[src/pcmq_pkg.sv]
`default_nettype none

package pcmq_pkg;

    localparam int QUEUE_DEPTH      = 4;
    localparam int MAX_WRITE_FRAMES = 2048;

    localparam int HEAD_W = (QUEUE_DEPTH > 1) ? $clog2(QUEUE_DEPTH) : 1;
    localparam int CNT_W  = $clog2(QUEUE_DEPTH + 1);
    localparam int SUM_W  = $clog2(2 * QUEUE_DEPTH);

    localparam int CAP_W    = 17;
    localparam int CHAN_W   = 2;
    localparam int GAIN_W   = 16;
    localparam int FRAMES_W = 16;
    localparam int SAMPLE_W = 16;
    localparam int ACC_W    = 12;
    localparam int SCNT_W   = 13;
    localparam int TOTAL_W  = 48;
    localparam int UNDER_W  = 31;

    localparam int CFG_IDX_W = 2;
    localparam int CFG_DAT_W = 17;

    localparam logic [CFG_IDX_W-1:0] CFG_CAPACITY = 2'd0;
    localparam logic [CFG_IDX_W-1:0] CFG_CHANNELS = 2'd1;
    localparam logic [CFG_IDX_W-1:0] CFG_VOLUME   = 2'd2;

    localparam logic [CAP_W-1:0]  CAPACITY_RST = 17'd4096;
    localparam logic [CHAN_W-1:0] CHANNELS_RST = 2'd1;
    localparam logic [GAIN_W-1:0] VOLUME_RST   = 16'd32768;

    typedef enum logic [2:0] {
        OP_WRITE  = 3'd0,
        OP_SAMPLE = 3'd1,
        OP_DONE   = 3'd2,
        OP_FLUSH  = 3'd3,
        OP_PAUSE  = 3'd4,
        OP_RESUME = 3'd5
    } t_opcode;

    typedef struct packed {
        logic [2:0]                 opcode;
        logic [FRAMES_W-1:0]        frame_count;
        logic signed [SAMPLE_W-1:0] sample_in;
    } t_in_word;

    typedef struct packed {
        logic                       status;
        logic [ACC_W-1:0]           grant_frames;
        logic [SCNT_W-1:0]          sample_count;
        logic signed [SAMPLE_W-1:0] scaled_sample;
        logic [CAP_W-1:0]           queued_total;
        logic [TOTAL_W-1:0]         consumed_total;
        logic [TOTAL_W-1:0]         written_total;
        logic [UNDER_W-1:0]         underrun_total;
        logic                       is_paused;
    } t_out_word;

    typedef struct packed {
        logic [CAP_W-1:0]  queue_capacity;
        logic [CHAN_W-1:0] chan_per_frame;
        logic [GAIN_W-1:0] volume_gain;
    } t_cfg;

endpackage

`default_nettype wire

[src/pcmq_cfg.sv]
`default_nettype none

module pcmq_cfg (
    input  wire                           i_clk,
    input  wire                           i_rst_n,
    input  wire                           i_cfg_valid,
    output logic                          o_cfg_ready,
    input  wire  [pcmq_pkg::CFG_IDX_W-1:0] i_cfg_index,
    input  wire  [pcmq_pkg::CFG_DAT_W-1:0] i_cfg_data,
    output pcmq_pkg::t_cfg                o_cfg
);
    import pcmq_pkg::*;

    t_cfg r_cfg;

    assign o_cfg_ready = 1'b1;
    assign o_cfg       = r_cfg;

    always_ff @(posedge i_clk) begin
        if (!i_rst_n) begin
            r_cfg.queue_capacity <= CAPACITY_RST;
            r_cfg.chan_per_frame <= CHANNELS_RST;
            r_cfg.volume_gain    <= VOLUME_RST;
        end else if (i_cfg_valid) begin
            case (i_cfg_index)
                CFG_CAPACITY: r_cfg.queue_capacity <= i_cfg_data[CAP_W-1:0];
                CFG_CHANNELS: r_cfg.chan_per_frame <= i_cfg_data[CHAN_W-1:0];
                CFG_VOLUME:   r_cfg.volume_gain    <= i_cfg_data[GAIN_W-1:0];
                default: begin
                end
            endcase
        end
    end

endmodule

`default_nettype wire

[src/pcmq_scale.sv]
`default_nettype none

module pcmq_scale (
    input  wire signed [pcmq_pkg::SAMPLE_W-1:0] i_sample,
    input  wire        [pcmq_pkg::GAIN_W-1:0]   i_gain,
    output logic signed [pcmq_pkg::SAMPLE_W-1:0] o_scaled
);
    import pcmq_pkg::*;

    logic signed [SAMPLE_W+GAIN_W:0]   product;
    logic signed [SAMPLE_W+GAIN_W:0]   biased;
    logic signed [SAMPLE_W+GAIN_W-15:0] quotient;

    always_comb begin
        product = (SAMPLE_W+GAIN_W+1)'(i_sample) *
                  (SAMPLE_W+GAIN_W+1)'($signed({1'b0, i_gain}));
        // Adding 2^15-1 before the shift makes negative products round toward zero.
        biased  = product[SAMPLE_W+GAIN_W] ? product + 33'sd32767 : product;
        quotient = biased[SAMPLE_W+GAIN_W:15];
        if (quotient > 18'sd32767) begin
            o_scaled = 16'sh7FFF;
        end else if (quotient < -18'sd32768) begin
            o_scaled = 16'sh8000;
        end else begin
            o_scaled = quotient[SAMPLE_W-1:0];
        end
    end

endmodule

`default_nettype wire

[src/pcmq_acct.sv]
`default_nettype none

module pcmq_acct (
    input  wire                               i_clk,
    input  wire                               i_rst_n,
    input  wire                               i_valid,
    input  pcmq_pkg::t_in_word                i_item,
    input  pcmq_pkg::t_cfg                    i_cfg,
    input  wire signed [pcmq_pkg::SAMPLE_W-1:0] i_scaled,
    output pcmq_pkg::t_out_word               o_result
);
    import pcmq_pkg::*;

    logic [ACC_W-1:0]   r_buf [QUEUE_DEPTH];
    logic [CNT_W-1:0]   r_count,    n_count;
    logic [HEAD_W-1:0]  r_head,     n_head;
    logic [CAP_W-1:0]   r_queued,   n_queued;
    logic [TOTAL_W-1:0] r_written,  n_written;
    logic [TOTAL_W-1:0] r_consumed, n_consumed;
    logic [UNDER_W-1:0] r_under,    n_under;
    logic               r_paused,   n_paused;
    logic               r_starve,   n_starve;

    logic [CAP_W-1:0]    room;
    logic [FRAMES_W-1:0] req_lim;
    logic [CAP_W-1:0]    grant;
    logic [ACC_W-1:0]    grant_w;
    logic [SUM_W-1:0]    tail_sum;
    logic [HEAD_W-1:0]   tail;
    logic [ACC_W-1:0]    head_frames;
    logic [ACC_W+CHAN_W-1:0] samples;
    logic                push;

    always_comb begin
        room     = (i_cfg.queue_capacity > r_queued) ? i_cfg.queue_capacity - r_queued : '0;
        req_lim  = (i_item.frame_count < FRAMES_W'(MAX_WRITE_FRAMES)) ?
                   i_item.frame_count : FRAMES_W'(MAX_WRITE_FRAMES);
        grant    = (room < CAP_W'(req_lim)) ? room : CAP_W'(req_lim);
        grant_w  = grant[ACC_W-1:0];
        samples  = {{CHAN_W{1'b0}}, grant_w} * {{ACC_W{1'b0}}, i_cfg.chan_per_frame};
        tail_sum = SUM_W'(r_head) + SUM_W'(r_count);
        tail     = (tail_sum >= SUM_W'(QUEUE_DEPTH)) ?
                   HEAD_W'(tail_sum - SUM_W'(QUEUE_DEPTH)) : HEAD_W'(tail_sum);
        head_frames = r_buf[r_head];
        push     = 1'b0;

        n_count    = r_count;
        n_head     = r_head;
        n_queued   = r_queued;
        n_written  = r_written;
        n_consumed = r_consumed;
        n_under    = r_under;
        n_paused   = r_paused;
        n_starve   = r_starve;

        o_result                 = '0;

        case (i_item.opcode)
            OP_WRITE: begin
                if (i_item.frame_count == '0) begin
                    o_result.status = 1'b1;
                end else if (r_count != CNT_W'(QUEUE_DEPTH) && grant != '0) begin
                    push = 1'b1;
                    if (r_starve && !r_paused) begin
                        n_starve = 1'b0;
                        if (r_under != '1) begin
                            n_under = r_under + 1'b1;
                        end
                    end
                    n_count   = r_count + 1'b1;
                    n_queued  = r_queued + grant;
                    n_written = r_written + TOTAL_W'(grant_w);
                    o_result.grant_frames = grant_w;
                    o_result.sample_count = samples[SCNT_W-1:0];
                end
            end
            OP_SAMPLE: begin
                o_result.scaled_sample = i_scaled;
            end
            OP_DONE: begin
                if (r_count == '0) begin
                    if (r_under != '1) begin
                        n_under = r_under + 1'b1;
                    end
                end else begin
                    n_consumed = r_consumed + TOTAL_W'(head_frames);
                    n_queued   = (r_queued >= CAP_W'(head_frames)) ?
                                 r_queued - CAP_W'(head_frames) : '0;
                    n_head     = (r_head == HEAD_W'(QUEUE_DEPTH - 1)) ? '0 : r_head + 1'b1;
                    n_count    = r_count - 1'b1;
                    n_starve   = (r_count == CNT_W'(1));
                end
            end
            OP_FLUSH: begin
                n_count  = '0;
                n_head   = '0;
                n_queued = '0;
                n_starve = 1'b0;
            end
            OP_PAUSE:  n_paused = 1'b1;
            OP_RESUME: n_paused = 1'b0;
            default: begin
            end
        endcase

        o_result.queued_total   = n_queued;
        o_result.consumed_total = n_consumed;
        o_result.written_total  = n_written;
        o_result.underrun_total = n_under;
        o_result.is_paused      = n_paused;
    end

    always_ff @(posedge i_clk) begin
        if (!i_rst_n) begin
            r_count    <= '0;
            r_head     <= '0;
            r_queued   <= '0;
            r_written  <= '0;
            r_consumed <= '0;
            r_under    <= '0;
            r_paused   <= 1'b0;
            r_starve   <= 1'b0;
        end else if (i_valid) begin
            r_count    <= n_count;
            r_head     <= n_head;
            r_queued   <= n_queued;
            r_written  <= n_written;
            r_consumed <= n_consumed;
            r_under    <= n_under;
            r_paused   <= n_paused;
            r_starve   <= n_starve;
        end
    end

    always_ff @(posedge i_clk) begin
        if (i_valid && push) begin
            r_buf[tail] <= grant_w;
        end
    end

endmodule

`default_nettype wire

[src/pcm_output_queue_accounting.sv]
// Channel   Handshake                         Payload
// input     start, busy (accept: start&!busy)  i_in  (t_in_word)
// result    o_done strobe, one cycle           o_out (t_out_word)
// config    i_cfg_valid, o_cfg_ready           i_cfg_index, i_cfg_data
//
// A word is registered on acceptance and worked through the queue books and
// the volume multiplier; its result is registered in r_out after it leaves r_in,
// and o_done marks that registered result while o_out holds it.
// A new word may be accepted every cycle, so busy is always low.
// Reset is synchronous and active low; it clears the queue and all totals.
// The receiver cannot stall, and configuration writes are taken at once.
`default_nettype none

module pcm_output_queue_accounting (
    input  wire                            i_clk,
    input  wire                            i_rst_n,
    input  wire                            start,
    output logic                           busy,
    input  pcmq_pkg::t_in_word             i_in,
    output logic                           o_done,
    output pcmq_pkg::t_out_word            o_out,
    input  wire                            i_cfg_valid,
    output logic                           o_cfg_ready,
    input  wire  [pcmq_pkg::CFG_IDX_W-1:0] i_cfg_index,
    input  wire  [pcmq_pkg::CFG_DAT_W-1:0] i_cfg_data
);
    import pcmq_pkg::*;

    logic                       r_in_valid;
    t_in_word                   r_in;
    logic                       r_done;
    t_out_word                  r_out;
    t_cfg                       cfg;
    logic signed [SAMPLE_W-1:0] scaled;
    t_out_word                  n_out;

    assign busy   = 1'b0;
    assign o_done = r_done;
    assign o_out  = r_out;

    pcmq_cfg u_cfg (
        .i_clk       (i_clk),
        .i_rst_n     (i_rst_n),
        .i_cfg_valid (i_cfg_valid),
        .o_cfg_ready (o_cfg_ready),
        .i_cfg_index (i_cfg_index),
        .i_cfg_data  (i_cfg_data),
        .o_cfg       (cfg)
    );

    pcmq_scale u_scale (
        .i_sample (r_in.sample_in),
        .i_gain   (cfg.volume_gain),
        .o_scaled (scaled)
    );

    pcmq_acct u_acct (
        .i_clk    (i_clk),
        .i_rst_n  (i_rst_n),
        .i_valid  (r_in_valid),
        .i_item   (r_in),
        .i_cfg    (cfg),
        .i_scaled (scaled),
        .o_result (n_out)
    );

    always_ff @(posedge i_clk) begin
        if (!i_rst_n) begin
            r_in_valid <= 1'b0;
            r_done     <= 1'b0;
        end else begin
            r_in_valid <= start && !busy;
            r_done     <= r_in_valid;
        end
    end

    always_ff @(posedge i_clk) begin
        if (start && !busy) begin
            r_in <= i_in;
        end
        if (r_in_valid) begin
            r_out <= n_out;
        end
    end

    a_result_follows: assert property (@(posedge i_clk) disable iff (!i_rst_n)
        (start && !busy) |=> ##1 o_done)
        else $error("accepted word produced no result");

    a_invalid_grants_nothing: assert property (@(posedge i_clk) disable iff (!i_rst_n)
        (o_done && o_out.status) |-> (o_out.grant_frames == '0 && o_out.sample_count == '0))
        else $error("invalid write request granted frames");

    a_grant_limit: assert property (@(posedge i_clk) disable iff (!i_rst_n)
        o_done |-> (o_out.grant_frames <= ACC_W'(MAX_WRITE_FRAMES)))
        else $error("grant exceeds per-write limit");

    a_underrun_monotonic: assert property (@(posedge i_clk) disable iff (!i_rst_n)
        (o_done && $past(o_done)) |-> (o_out.underrun_total >= $past(o_out.underrun_total)))
        else $error("underrun count went down");

endmodule

`default_nettype wire
[config.mk]
export PLATFORM = sky130hd
export DESIGN_NAME = pcm_output_queue_accounting
export DESIGN_NICKNAME = d
export VERILOG_FILES = /design/src/pcmq_pkg.sv /design/src/pcmq_cfg.sv /design/src/pcmq_scale.sv /design/src/pcmq_acct.sv /design/src/pcm_output_queue_accounting.sv
export SDC_FILE = /design/constraint.sdc
export NUM_CORES = 2
export LEC_CHECK = 0
export ABC_CLOCK_PERIOD_IN_PS = 7700
export BUFFER_PORTS_ARGS = -buffer_cell sky130_fd_sc_hd__buf_2
export CAP_MARGIN = 20
export CORE_MARGIN = 3
export CORE_UTILIZATION = 56
export CTS_CLUSTER_DIAMETER = 30
export CTS_CLUSTER_SIZE = 10
export DETAILED_ROUTE_END_ITERATION = 12
export PLACE_DENSITY = 0.78
export SLEW_MARGIN = 10
export SYNTH_ARGS = -nofsm -noshare
export SYNTH_HDL_FRONTEND = slang
export SYNTH_SLANG_ARGS = --single-unit
export TNS_END_PERCENT = 50
[constraint.sdc]
create_clock -name i_clk -period 7.7 [get_ports i_clk]
set_input_delay 0 -clock i_clk [delete_from_list [all_inputs] [get_ports i_clk]]
set_output_delay 0 -clock i_clk [all_outputs]
set_load 0.005 [all_outputs]
==> run summary <==
Status = finished, final reports clean
Net Switching = 3.23 mW
Final Wtd Congestion = 0.976
Largest cells by area after synthesis = edfxtp_1 24%, fa_1 12%, dfxtp_1 11%
First-iteration detailed-routing DRC count = 2669
Worst-Margin Slew = 1050 ps
Layout cell share with drive strength beyond 1 = 17.0%
Slowest-stage cell, CP = fa_1
Post-synth EDFFs = 270
Synth top area share = 24.2%
Initial Utilization = 56.7%
Vias in the first global route = 27200
Combinational share of power = 28.8%
Leak pwr = 17.6 nW
PwrDens = 243 nW/um2
Fraction of the mapped netlist area in adder cells = 20.3%
Layout net count = 4400
Largest stage delay, worst path = 470 ps
Total Power = 9.86 mW
Post-route insts no fill = 4774
Cell variety after synth = 96
WHS Endpoint = r_in[26]
Buffers & Inverters on Critical Path = 4
Crit path DAT = 7800 ps
Mapped Avg Cell Area = 9.58 um2
Initial antenna violation count = 2
Die W = 251 um
Final Hold Viols = 0
Placed insts = 4515
Final min period = 7440 ps
CTS clk-pin slew, worst paths = 50 ps
Top-count cell post-synth = nand2_1
Largest net degree at the start of global routing = 86
Reg2reg setup slack = 260 ps
Worst rel slew slack = 30.1%
Final setup viols = 0
I/O pin count = 248
Crit path max-delay family = compound AO/OA/AOI/OAI gates
#FFs+latches synth = 460
Worst setup path category = flip-flop to flip-flop
Die area = 62900 um2
CP max FO = 8
Area leader, netlist = edfxtp_1
Post-route DRC = 0
Mapped Cells = 3502
# port buffers = 245
Reg-to-Reg End = o_out[144]
XOR/XNOR Fraction of Synth Area = 6.71%
Max cap viols = 0
H-tree depth = 3
P_int = 6.63 mW
Hold crit path type = primary input to flip-flop
Clock power frac = 43.0%
CTS tree = done
Num rows = 89
Total track usage = 28.5%
DRT Pass-1 Iters = 6
Detailed-route via count = 27500
Origin of the worst min-delay path = i_in[26]
Seq/Total Area, Yosys = 35.5%
Diodes inserted = 0
Period utilization = 96.6%
Global-route wire length before repair = 144000 um
DP HPWL = 63800 um
Fraction of registers with async set/reset = 0%
Synth Area in Compound Gates = 11.8%
Worst vdd ir = 0.000231 V
Reg2Reg Depth = 35
Sw Share = 32.7%
DP Area = 36200 um2
Max Clock Freq = 0.134 GHz
Total number of yosys warnings = 0
DRT antenna net count = 0
Fin. max-slew vios = 0
WL per Instance = 19.0 um
Design Area, Final = 40500 um2
Post-Synth Simple-Gate Area = 18.8%
Mapped cell area = 33500 um2
Maximum buffer depth of the clock tree = 3
Mux cell area share after synthesis = 1.35%
Top cells by count, synth = 460 x nand2_1, 335 x inv_1, 270 x edfxtp_1
Flop pwr share = 28.2%
CP endpoint kind = flip-flop
Area grow syn2layout = 20.8%
Worst skew pair latency = 650 ps
Final Skew = 44.5 ps
Worst setup startpoint = u_acct.r_queued[2]
CP required = 8070 ps
WP depth = 35
Total gr overflow = 0
Sinks on the clock net = 460
RSZ-0062 raised after global routing = true
Largest family of logic cells by synthesized area = adder cells
Post-Route WL = 90900 um
Number of CTS-inserted buffers = 95
CTS root buf = clkbuf_16
Hold Path Stages = 2
Hold Slack = 67.9 ps
R2r startpoint = u_acct.r_queued[2]
CP Launch Type = flip-flop
Vias per inst = 5.77
Core box area = 59100 um2
Die Y = 251 um
Synth Flop Type = edfxtp_1
[what timing repair did]
item | in CTS | in global routing
gates resized for setup | 9 | 59
setup endpoints to repair | 15 | 72
hold buffers | 66 | 0
setup buffers | 3 | 8
hold endpoints to repair | 114 | 0
pin swaps | 0 | 9
[layer usage]
layer | up-vias | wire length [um] | track usage [%]
met3 | 218 | 8220 | 5.93
li1 | 12800 | - | -
met2 | 1270 | 41900 | 45.7
met1 | 13300 | 38100 | 39.0
met5 | - | 11 | 0
met4 | 2 | 2700 | 9.53
[area by class of cell]
| type | count | area, um2 |
|---|---|---|
| clock buffer | 108 | 2540 |
| timing repair buffer | 451 | 2940 |
| tap | 773 | 967 |
| multi-input combinational | 2572 | 20000 |
| inverter | 338 | 1270 |
| fill | 4271 | 18600 |
| clock inverter | 72 | 861 |
| sequential | 460 | 11900 |
[cells by family (layout without fill, tap and decap cells)]
group,count (synthesis),in the layout
and+or+nand+nor,1284,1284
AOI/OAI and AO/OA,571,571
buffers and inverters,474,969
DFF,460,460
adders and majority gates,424,424
xor gates and xnor gates,257,257
muxes,30,30
other,2,6
[worst max path at each step]
stage	endpoint
detailed placement	o_out[149]
global route	u_acct.r_written[35]
floorplan	u_acct.r_written[47]
global placement	o_out[153]
finish	o_out[144]
CTS	o_out[159]
[stage by stage]
stage | setup slack [ps] | utilization [%] | setup TNS [ps]
floorplan | -11.6 | - | -11.6
global placement | 67.4 | 61.1 | 0
detailed placement | -57.3 | 61.1 | -173
CTS | 27.1 | 68.1 | 0
global route | -97.6 | 68.5 | -861
finish | 264 | 68.5 | 0
[layout by cell type, fill, tap and decap left out, types with 18 or more instances in the layout]
master,Yosys,final
a211oi_1,22,18
a21boi_0,61,59
a21o_1,22,22
a21oi_1,106,102
and2_1,234,233
and3_1,41,40
buf_2,18,245
buf_4,3,135
clkbuf_16,0,99
dfxtp_1,190,176
dlygate4sd3_1,0,66
edfxtp_1,270,270
fa_1,200,200
ha_1,224,221
inv_1,335,335
nand2_1,460,456
nand2b_1,39,39
nand3_1,90,89
nand4_1,37,37
nor2_1,190,188
nor2b_1,29,29
nor3_1,48,45
nor4_1,21,20
o21ai_0,130,125
o21bai_1,18,18
or2_2,18,18
or3_1,42,42
xnor2_1,183,183
xor2_1,74,74
[sequential cells by signal (all words and copies together), names as in the netlist, named ones only]
| signal | flops |
|---|---|
| o_done | 1 |
| o_out | 187 |
| r_in | 35 |
| r_in_valid | 1 |
| u_acct.r_buf | 48 |
| u_acct.r_consumed | 48 |
| u_acct.r_count | 3 |
| u_acct.r_head | 2 |
| u_acct.r_paused | 1 |
| u_acct.r_queued | 17 |
| u_acct.r_starve | 1 |
| u_acct.r_under | 31 |
| u_acct.r_written | 48 |
| u_cfg.o_cfg | 35 |
[power groups by stage]
| stage | clock network, mW | logic (mW) | registers [mW] |
|---|---|---|---|
| 3_5_place_dp | 0 | 2.67 | 2.83 |
| 2_1_floorplan | 0 | 1.84 | 2.82 |
| 3_3_place_gp | 0 | 2.63 | 2.83 |
| 5_1_grt | 4.41 | 3.14 | 2.79 |
| 6_report | 4.24 | 2.84 | 2.78 |
| 4_1_cts | 4.28 | 2.73 | 2.78 |
Power figures use the tool's default switching activity.
